===== config.mk =====
export PLATFORM = sky130hd
export DESIGN_NAME = trial_division_factorizer_unit
export DESIGN_NICKNAME = d
export VERILOG_FILES = /design/src/tdf_pkg.sv /design/src/tdf_divider.sv /design/src/trial_division_factorizer_unit.sv
export SDC_FILE = /design/constraint.sdc
export NUM_CORES = 1
export LEC_CHECK = 0
export CORE_ASPECT_RATIO = 0.9
export CORE_MARGIN = 8
export CORE_UTILIZATION = 50
export DETAILED_ROUTE_END_ITERATION = 12
export DONT_BUFFER_PORTS = 1
export PLACE_DENSITY = 0.74
export SYNTH_ARGS = -nofsm -noshare
export SYNTH_HDL_FRONTEND = slang
export SYNTH_SLANG_ARGS = --single-unit

===== constraint.sdc =====
create_clock -name clk_i -period 4.59 [get_ports clk_i]
set_input_delay 0.2295 -clock clk_i [delete_from_list [all_inputs] [get_ports clk_i]]
set_output_delay 0.2295 -clock clk_i [all_outputs]
set_load 0.01 [all_outputs]

===== src/tdf_pkg.sv =====
// Shared types and constants for the trial-division factorizer.
package tdf_pkg;

  localparam int unsigned ValueWidth    = 16;
  localparam int unsigned PrimeWidth    = 16;
  localparam int unsigned ExpWidth      = 5;
  localparam int unsigned MaxResults    = 6;
  localparam int unsigned SqWidth       = ValueWidth + 2;
  localparam int unsigned DivCntWidth   = $clog2(ValueWidth + 1);
  localparam int unsigned ResCntWidth   = $clog2(MaxResults + 1);
  localparam int unsigned FirstDivisor  = 2;

  typedef logic [ValueWidth-1:0] value_t;

  typedef enum logic [2:0] {
    ST_IDLE,
    ST_TEST,
    ST_DIV_START,
    ST_DIV_WAIT,
    ST_EMIT
  } state_e;

  // Request into the serial divider.
  typedef struct packed {
    logic   start;
    value_t dividend;
    value_t divisor;
  } div_req_t;

  // Answer from the serial divider; done pulses for one cycle.
  typedef struct packed {
    logic   done;
    value_t quotient;
    value_t remainder;
  } div_rsp_t;

endpackage


===== src/tdf_divider.sv =====
// Restoring divider that resolves one quotient bit per cycle.
module tdf_divider (
  input  logic             clk_i,
  input  logic             rst_ni,
  input  tdf_pkg::div_req_t req_i,
  output tdf_pkg::div_rsp_t rsp_o
);
  import tdf_pkg::*;

  value_t                 rem_q, rem_d;
  value_t                 quo_q, quo_d;
  value_t                 dsr_q, dsr_d;
  logic [DivCntWidth-1:0] cnt_q, cnt_d;
  logic                   busy_q, busy_d;
  logic                   done_q, done_d;
  logic [ValueWidth:0]    rem_sh;
  logic [ValueWidth:0]    diff;
  logic                   fits;

  // The dividend leaves the top of quo_q while quotient bits enter at the bottom.
  assign rem_sh = {rem_q, quo_q[ValueWidth-1]};
  assign diff   = rem_sh - {1'b0, dsr_q};
  assign fits   = ~diff[ValueWidth];

  always_comb begin
    rem_d  = rem_q;
    quo_d  = quo_q;
    dsr_d  = dsr_q;
    cnt_d  = cnt_q;
    busy_d = busy_q;
    done_d = 1'b0;
    if (req_i.start) begin
      rem_d  = '0;
      quo_d  = req_i.dividend;
      dsr_d  = req_i.divisor;
      cnt_d  = DivCntWidth'(ValueWidth);
      busy_d = 1'b1;
    end else if (busy_q) begin
      rem_d = fits ? diff[ValueWidth-1:0] : rem_sh[ValueWidth-1:0];
      quo_d = {quo_q[ValueWidth-2:0], fits};
      cnt_d = cnt_q - 1'b1;
      if (cnt_q == DivCntWidth'(1)) begin
        busy_d = 1'b0;
        done_d = 1'b1;
      end
    end
  end

  always_ff @(posedge clk_i or negedge rst_ni) begin
    if (!rst_ni) begin
      busy_q <= 1'b0;
      done_q <= 1'b0;
      cnt_q  <= '0;
    end else begin
      busy_q <= busy_d;
      done_q <= done_d;
      cnt_q  <= cnt_d;
    end
  end

  always_ff @(posedge clk_i) begin
    rem_q <= rem_d;
    quo_q <= quo_d;
    dsr_q <= dsr_d;
  end

  assign rsp_o.done      = done_q;
  assign rsp_o.quotient  = quo_q;
  assign rsp_o.remainder = rem_q;

endmodule


===== src/trial_division_factorizer_unit.sv =====
// Top level of the trial-division prime factorizer.
//
// Input channel: value_i with in_valid_i; the block raises in_stall_o while
// it works on an item, so one item is in flight at a time. Output channel:
// prime_o, exponent_o and last_o with out_valid_o, held by the receiver's
// out_stall_i. Each input gives one beat per distinct prime factor, in
// increasing order, the final beat carrying last_o. Inputs 0 and 1 give one
// beat of prime 0, exponent 0, last set.
// Candidate divisors run from 2 while their square does not exceed what is
// left of the value; a leftover above one is sent as the last prime. Every
// candidate costs a test in ST_TEST and one pass of the serial divider, and a
// divisor that divides costs one more pass per power.
// A stalled result sits in the output register; the search pauses only when
// the next result is ready and the register is still full.
// Reset returns the block to idle with no result pending.
module trial_division_factorizer_unit (
  input  logic                              clk_i,
  input  logic                              rst_ni,
  input  logic                              in_valid_i,
  output logic                              in_stall_o,
  input  logic [tdf_pkg::ValueWidth-1:0]    value_i,
  output logic                              out_valid_o,
  input  logic                              out_stall_i,
  output logic [tdf_pkg::PrimeWidth-1:0]    prime_o,
  output logic [tdf_pkg::ExpWidth-1:0]      exponent_o,
  output logic                              last_o
);
  import tdf_pkg::*;

  state_e                 state_q, state_d;
  value_t                 n_q, n_d;
  value_t                 dv_q, dv_d;
  logic [SqWidth-1:0]     sq_q, sq_d;
  logic [ExpWidth-1:0]    e_q, e_d;
  logic [ResCntWidth-1:0] cnt_q, cnt_d;
  value_t                 res_prime_q, res_prime_d;
  logic [ExpWidth-1:0]    res_exp_q, res_exp_d;
  logic                   res_last_q, res_last_d;
  logic                   out_valid_q, out_valid_d;
  logic [PrimeWidth-1:0]  out_prime_q, out_prime_d;
  logic [ExpWidth-1:0]    out_exp_q, out_exp_d;
  logic                   out_last_q, out_last_d;
  logic                   out_free;
  div_req_t               div_req;
  div_rsp_t               div_rsp;

  tdf_divider u_divider (
    .clk_i  (clk_i),
    .rst_ni (rst_ni),
    .req_i  (div_req),
    .rsp_o  (div_rsp)
  );

  assign out_free = ~out_valid_q | ~out_stall_i;

  always_comb begin
    state_d      = state_q;
    n_d          = n_q;
    dv_d         = dv_q;
    sq_d         = sq_q;
    e_d          = e_q;
    cnt_d        = cnt_q;
    res_prime_d  = res_prime_q;
    res_exp_d    = res_exp_q;
    res_last_d   = res_last_q;
    out_valid_d  = out_valid_q & out_stall_i;
    out_prime_d  = out_prime_q;
    out_exp_d    = out_exp_q;
    out_last_d   = out_last_q;
    div_req.start    = 1'b0;
    div_req.dividend = n_q;
    div_req.divisor  = dv_q;
    in_stall_o   = 1'b1;

    unique case (state_q)
      ST_IDLE: begin
        in_stall_o = 1'b0;
        if (in_valid_i) begin
          n_d   = value_i;
          dv_d  = ValueWidth'(FirstDivisor);
          sq_d  = SqWidth'(FirstDivisor * FirstDivisor);
          e_d   = '0;
          cnt_d = '0;
          if (value_i < ValueWidth'(FirstDivisor)) begin
            res_prime_d = '0;
            res_exp_d   = '0;
            res_last_d  = 1'b1;
            state_d     = ST_EMIT;
          end else begin
            state_d = ST_TEST;
          end
        end
      end
      ST_TEST: begin
        if (sq_q <= SqWidth'(n_q)) begin
          state_d = ST_DIV_START;
        end else begin
          // No candidate left: what remains above one is itself prime.
          res_prime_d = n_q;
          res_exp_d   = ExpWidth'(1);
          res_last_d  = 1'b1;
          state_d     = ST_EMIT;
        end
      end
      ST_DIV_START: begin
        div_req.start = 1'b1;
        state_d       = ST_DIV_WAIT;
      end
      ST_DIV_WAIT: begin
        if (div_rsp.done) begin
          if (div_rsp.remainder == '0) begin
            n_d     = div_rsp.quotient;
            e_d     = e_q + 1'b1;
            state_d = ST_DIV_START;
          end else if (e_q != '0) begin
            // A leftover above one always yields another result, unless the cap is hit.
            res_prime_d = dv_q;
            res_exp_d   = e_q;
            res_last_d  = (n_q == ValueWidth'(1)) ||
                          (cnt_q == ResCntWidth'(MaxResults - 1));
            state_d     = ST_EMIT;
          end else begin
            dv_d    = dv_q + 1'b1;
            sq_d    = sq_q + SqWidth'({dv_q, 1'b1});
            state_d = ST_TEST;
          end
        end
      end
      ST_EMIT: begin
        if (out_free) begin
          out_valid_d = 1'b1;
          out_prime_d = PrimeWidth'(res_prime_q);
          out_exp_d   = res_exp_q;
          out_last_d  = res_last_q;
          cnt_d       = cnt_q + 1'b1;
          if (res_last_q) begin
            state_d = ST_IDLE;
          end else begin
            dv_d    = dv_q + 1'b1;
            sq_d    = sq_q + SqWidth'({dv_q, 1'b1});
            e_d     = '0;
            state_d = ST_TEST;
          end
        end
      end
      default: begin
        state_d = ST_IDLE;
      end
    endcase
  end

  always_ff @(posedge clk_i or negedge rst_ni) begin
    if (!rst_ni) begin
      state_q     <= ST_IDLE;
      out_valid_q <= 1'b0;
    end else begin
      state_q     <= state_d;
      out_valid_q <= out_valid_d;
    end
  end

  always_ff @(posedge clk_i) begin
    n_q         <= n_d;
    dv_q        <= dv_d;
    sq_q        <= sq_d;
    e_q         <= e_d;
    cnt_q       <= cnt_d;
    res_prime_q <= res_prime_d;
    res_exp_q   <= res_exp_d;
    res_last_q  <= res_last_d;
    out_prime_q <= out_prime_d;
    out_exp_q   <= out_exp_d;
    out_last_q  <= out_last_d;
  end

  assign out_valid_o = out_valid_q;
  assign prime_o     = out_prime_q;
  assign exponent_o  = out_exp_q;
  assign last_o      = out_last_q;

endmodule


Yosys cells after proc, flatten, opt, wreduce, memory -nomap -nowiden. Index checks and enable logic that the tools add are counted.

Add/sub/neg operators: 6. Magnitude comparators: 2. Equality and inequality tests: 17. Multiplexer cells: 72. Bitwise gates (word level): 5. Reduce and logical (&&, ||, !) cells: 16.

Operator list (number): $mux 16 (18); $mux 18 (6); $pmux 16 s3 (2); $mux 5 (13); $pmux 18 s3 (1); $pmux 16 s2 (1); $pmux 5 s3 (2); $mux 3 (9); $add 18x17->18 (1); $le 18x16->1 (1); $ne 2x2->1 const B (9); $mux 1 (17); $sub 17x16->17 (1); $add 16x1->16 const B (1); $eq 16x1->1 const B (1); $logic_not 16->1 (1); $lt 16x2->1 const B (1); $pmux 3 s5 (1); $reduce_and 7->1 (2); $eq 3x2->1 const B (2); $eq 3x3->1 const B (2); $pmux 3 s2 (1); $reduce_and 3->1 (2); $reduce_and 6->1 (1); other kinds (17) (22).

Register bits: 161. Bits of input ports: 20.

Longest topological paths before layout.
Word-level depth: 6. Gate-level depth with buffers: 11.

Cells and area by module. From an unflattened synthesis, not the netlist that was laid out.

Cell total of the unflattened synthesis: 814. Area total of the unflattened synthesis: 8811.0 µm².

Modules (own cells, without submodules): trial_division_factorizer_unit (times used 1, cells each 506, area each 5661.7 µm², sequential area each 3163.0 µm²); tdf_divider (times used 1, cells each 308, area each 3149.3 µm², sequential area each 1456.4 µm²).

Least setup slack after synthesis. No wires, ideal clock.

Path kind: register to register. Start point: register e_q[0]. End point: register dv_q[0] (enable). Setup time: 0.425 ns. Arrival: 2.754 ns. Path slack: 1.410 ns. Cell stages (with the launch flop): 9. Cells stage by stage: edfxtp_1 -> inv_1 -> ha_1 -> nor4b_1 -> nand2_1 -> nor2_1 -> nor2_1 -> o22a_1 -> nor2_1.

Word-level cells in the longest chain between the ends: 3.

RTL lines: start: declaration (RTL line trial_division_factorizer_unit.sv:34) `logic [ExpWidth-1:0] e_q, e_d;`; start signal: assignment (RTL line trial_division_factorizer_unit.sv:166) `e_q <= e_d;`; $reduce_bool 5->1 (RTL line trial_division_factorizer_unit.sv:115) `end else if (e_q != '0) begin`; $ne 2x2->1 (no line); $reduce_and 7->1 (no line); end signal: assignment (RTL line trial_division_factorizer_unit.sv:164) `dv_q <= dv_d;`; end: declaration (RTL line trial_division_factorizer_unit.sv:32) `value_t dv_q, dv_d;`.

Every way passes these cells. A chain may end at the register's enable or synchronous reset.

Worst setup path in the final report.
Start point: register state_q[1]. End point: register res_prime_q[1] (enable).

Word-level cells in the longest chain between the ends: 3. Elaborated cells on any way between the ends: 11. Those cells by class: eq/ne (8); reduce/logical (3).

RTL lines: start: declaration (RTL line trial_division_factorizer_unit.sv:30) `state_e state_q, state_d;`; start signal: assignment (RTL line trial_division_factorizer_unit.sv:157) `state_q <= state_d;`; $eq 3x2->1 (tied with other cells) (RTL line trial_division_factorizer_unit.sv:75) `unique case (state_q)`; $ne 2x2->1 (no line) (tied with other cells); $reduce_and 7->1 (no line) *; end signal: assignment (RTL line trial_division_factorizer_unit.sv:168) `res_prime_q <= res_prime_d;`; end: declaration (RTL line trial_division_factorizer_unit.sv:36) `value_t res_prime_q, res_prime_d;`.

Every way passes the cells marked *; elsewhere a longest branch is shown, timed or not.

==> results.md <==
- I/O pins: 44
- R2R Path Start: state_q[1]
- Peak supply drop: ~0.22 mV
- Mean Syn Cell Area: 10.7 um2
- Pwr/cell area: 306 nW/um2
- Reg clk slew, reported paths: 0.06 ns
- Slowest CP cell: and3_1
- Setup crit start kind: register
- Setup_tns: 0 ns
- Chip width: 154 um
- Delay-heaviest family, CP: simple AND/OR/NAND/NOR gates
- Max stage delay on crit path: 0.81 ns
- Fin. max-slew vios: 0
- Worst-Margin Slew: 1.13 ns
- Part of the Yosys area used for sequential elements: 0.535
- Crit. End Element: register
- Yosys cell types: 63
- H-tree levels: 4
- Most common cell after layout, fill and taps aside: edfxtp_1
- Vias/cell: 5.93
- Fin Clk Skew: 0.00790 ns
- Run status: completed
- Clock root buffer: clkbuf_16
- CP bufs+invs: 0
- Detailed-route wire length per cell: 18.9 um
- Drt first pass iters: 6
- Crit Path Class: reg2reg
- Share of async-settable or async-resettable flops after synthesis: 0.0683
- ANT cells: 0
- Longest Clk Path Bufs: 2
- Largest net degree at the start of global routing: 50
- Initial Util: 0.511
- Gr ovfl total: 0
- Die Area: 21700 um2
- First-pass GRT wire length: 31.3 mm
- Final period demand of the worst path: 3.01 ns
- CP startpoint: state_q[1]
- FP Rows: 45
- Prevailing post-synth register cell: edfxtp_1
- Worst path required time: 4.64 ns
- Post-CTS Hold Fix Bufs: 13
- Layout area overhead: 10.6%
- Critical Path AT: around 3.1 ns
- Final Instance Area: 9540 um2
- Unrepaired setup endpoints after global routing: no
- Post-synth EDFFs: ~130
- Dpl hpwl: 13.9 mm
- Worst Reg-to-Reg Cells: 5
- Hold WC Path Type: in2reg
- Layout cells sized above 1: 0.0614
- Synthesis warning total: 0
- Most frequent cells in the layout: 134 x edfxtp_1, 100 x nand2_1, 77 x nor2_1
- Postcts setup bufs: 0
- Final Wtd Congestion: 0.921
- CP Cell Sequence: nand2_1, or2_1, nor2_1, a31oi_1, and3_1
- Synthesized area: 8630 um2
- Leak Pwr: just over 4 nW
- Residual DRC: 0
- Final hold vios: 0
- R2r endpoint: res_prime_q[1]
- Cells after Synth: approximately 800
- Yosys reg bits: 161
- Final setup viols: 0
- CTS buffer count: 17
- Net Count, Synth: 881
- Worst Path Max Fanout: 26
- Antenna viol nets, final: 0
- Core area: between 15000 and 20000 um2
- Number of global-route vias before repair: 5834
- Crit path to: res_prime_q[1]
- Tot GR Track Use: 0.185
- CTS Sinks: between 150 and 200
- DRT iter0 DRCs: a little over 700
- Port Buffers: 0
- DP Area: 8850 um2
- R2r setup slk: around 1.6 ns
- Max_cap viols: 0
- Fin crit share: 0.655
- Clk_lat worst skew: 0.43 ns
- CTS tree: yes
- Relative slew slack: 0.245
- Fill cells: around 1400
- Die H: 141 um
- Routed WL: 19.7 mm
- Cts repair resizes: 0
- Layout Nets: 895
- Crit path depth: 5
- Initial antenna violation count: 0
- Fmax: 332 MHz
- Vias: 6176
## worst min path at each step
stage,startpoint,cells past startpoint,slack (ns),end
floorplan,rst_ni,0,-0.07,out_valid_o
global placement,rst_ni,0,-0.07,u_divider.cnt_q[0]
detailed placement,rst_ni,0,-0.07,u_divider.cnt_q[1]
CTS,value_i[11],2,0.008,n_q[11]
global route,value_i[11],2,0.006,n_q[11]
finish,value_i[11],2,0.02,n_q[11]
## routing by layer
| layer | share of wire | global-route usage | vias up |
|---|---|---|---|
| met5 | 0 | 0 | - |
| met4 | 0.012 | 0.0515 | 0 |
| met3 | 0.095 | 0.0522 | 19 |
| met2 | 0.44 | 0.278 | 275 |
| met1 | 0.45 | 0.258 | 2941 |
| li1 | - | - | 2941 |
## registers in the layout, indices dropped and copies added, names as in the netlist
name,flops
cnt_q,3
u_divider.cnt_q,5
res_prime_q,16
u_divider.done_q,1
state_q,3
sq_q,18
u_divider.busy_q,1
dv_q,16
u_divider.rem_q,16
res_exp_q,5
u_divider.dsr_q,16
e_q,5
exponent_o,5
u_divider.quo_q,16
prime_o,16
res_last_q,1
n_q,16
last_o,1
out_valid_o,1
## synthesized netlist by cell type, types with 3 or more instances
cell	number	area share
a22o_1	14	0.014
nor3_1	11	0.0064
inv_1	49	0.021
a21oi_1	44	0.026
mux2i_1	12	0.014
o22a_1	4	0.0041
a22oi_1	4	0.0035
o21ai_0	42	0.024
a31oi_1	4	0.0029
ha_1	55	0.080
o21ai_1	10	0.0058
o31ai_1	3	0.0026
edfxtp_1	134	0.47
and2_1	4	0.0029
dfrtp_1	11	0.032
xnor2_1	21	0.021
o21bai_1	5	0.0043
o21a_1	7	0.0061
xor2_1	24	0.024
nor2_1	79	0.034
o31a_1	3	0.0030
dfxtp_1	16	0.037
nand2b_1	7	0.0051
and3_1	9	0.0065
a211oi_1	5	0.0043
nor4_1	12	0.0087
nand4_1	11	0.0080
o211ai_1	4	0.0035
nand3_1	17	0.0099
nand2_1	100	0.043
clkbuf_1	21	0.0091
nor2b_1	7	0.0051
a21o_1	18	0.016
## cell families (layout without fill, tap and decap cells)
| logic type | after synthesis | in the layout | share of synthesized area |
|---|---|---|---|
| AO/OA/AOI/OAI | 182 | 182 | 0.138 |
| XOR/XNOR | 46 | 46 | 0.0489 |
| AND/OR/NAND/NOR | 272 | 272 | 0.145 |
| multiplexers | 13 | 13 | 0.0157 |
| buffers and inverters | 73 | 100 | 0.0332 |
| adder cells (fa/ha/maj) | 57 | 57 | 0.0844 |
| flip-flops | 161 | 161 | 0.535 |
## power by group
part	internal (W)	switching (W)	total, W
Combinational	0.00000817	0.00000499	0.0000132
Clock	0.000755	0.000594	0.00135
Sequential	0.00156	0.0000000000000000000661	0.00156
Total	0.00232	0.000599	0.00292
## layout make-up
| type | instances | area [um2] | share of cell area |
|---|---|---|---|
| multi-input cells | 570 | 3740 | 0.392 |
| inverters | 50 | 188 | 0.0197 |
| clock inverters | 14 | 130 | 0.0136 |
| well taps | 211 | 264 | 0.0277 |
| repair buffers | 18 | 168 | 0.0176 |
| clock buffers | 18 | 429 | 0.0450 |
| flip-flops and latches | 161 | 4620 | 0.484 |
## through the flow
stage	power [W]	std cells	setup WS (ns)	utilization	hold WS, ns
after floorplan	0.00159	804	1.41	-	-0.0661
after global routing	0.00300	1042	1.31	0.565	0.00626
after global placement	0.00159	997	1.65	0.524	-0.0656
final	0.00292	1042	1.58	0.565	0.0250
after detailed placement	0.00159	997	1.60	0.524	-0.0656
after CTS	0.00294	1042	1.59	0.565	0.00755
(Power assumes the default switching activity.)
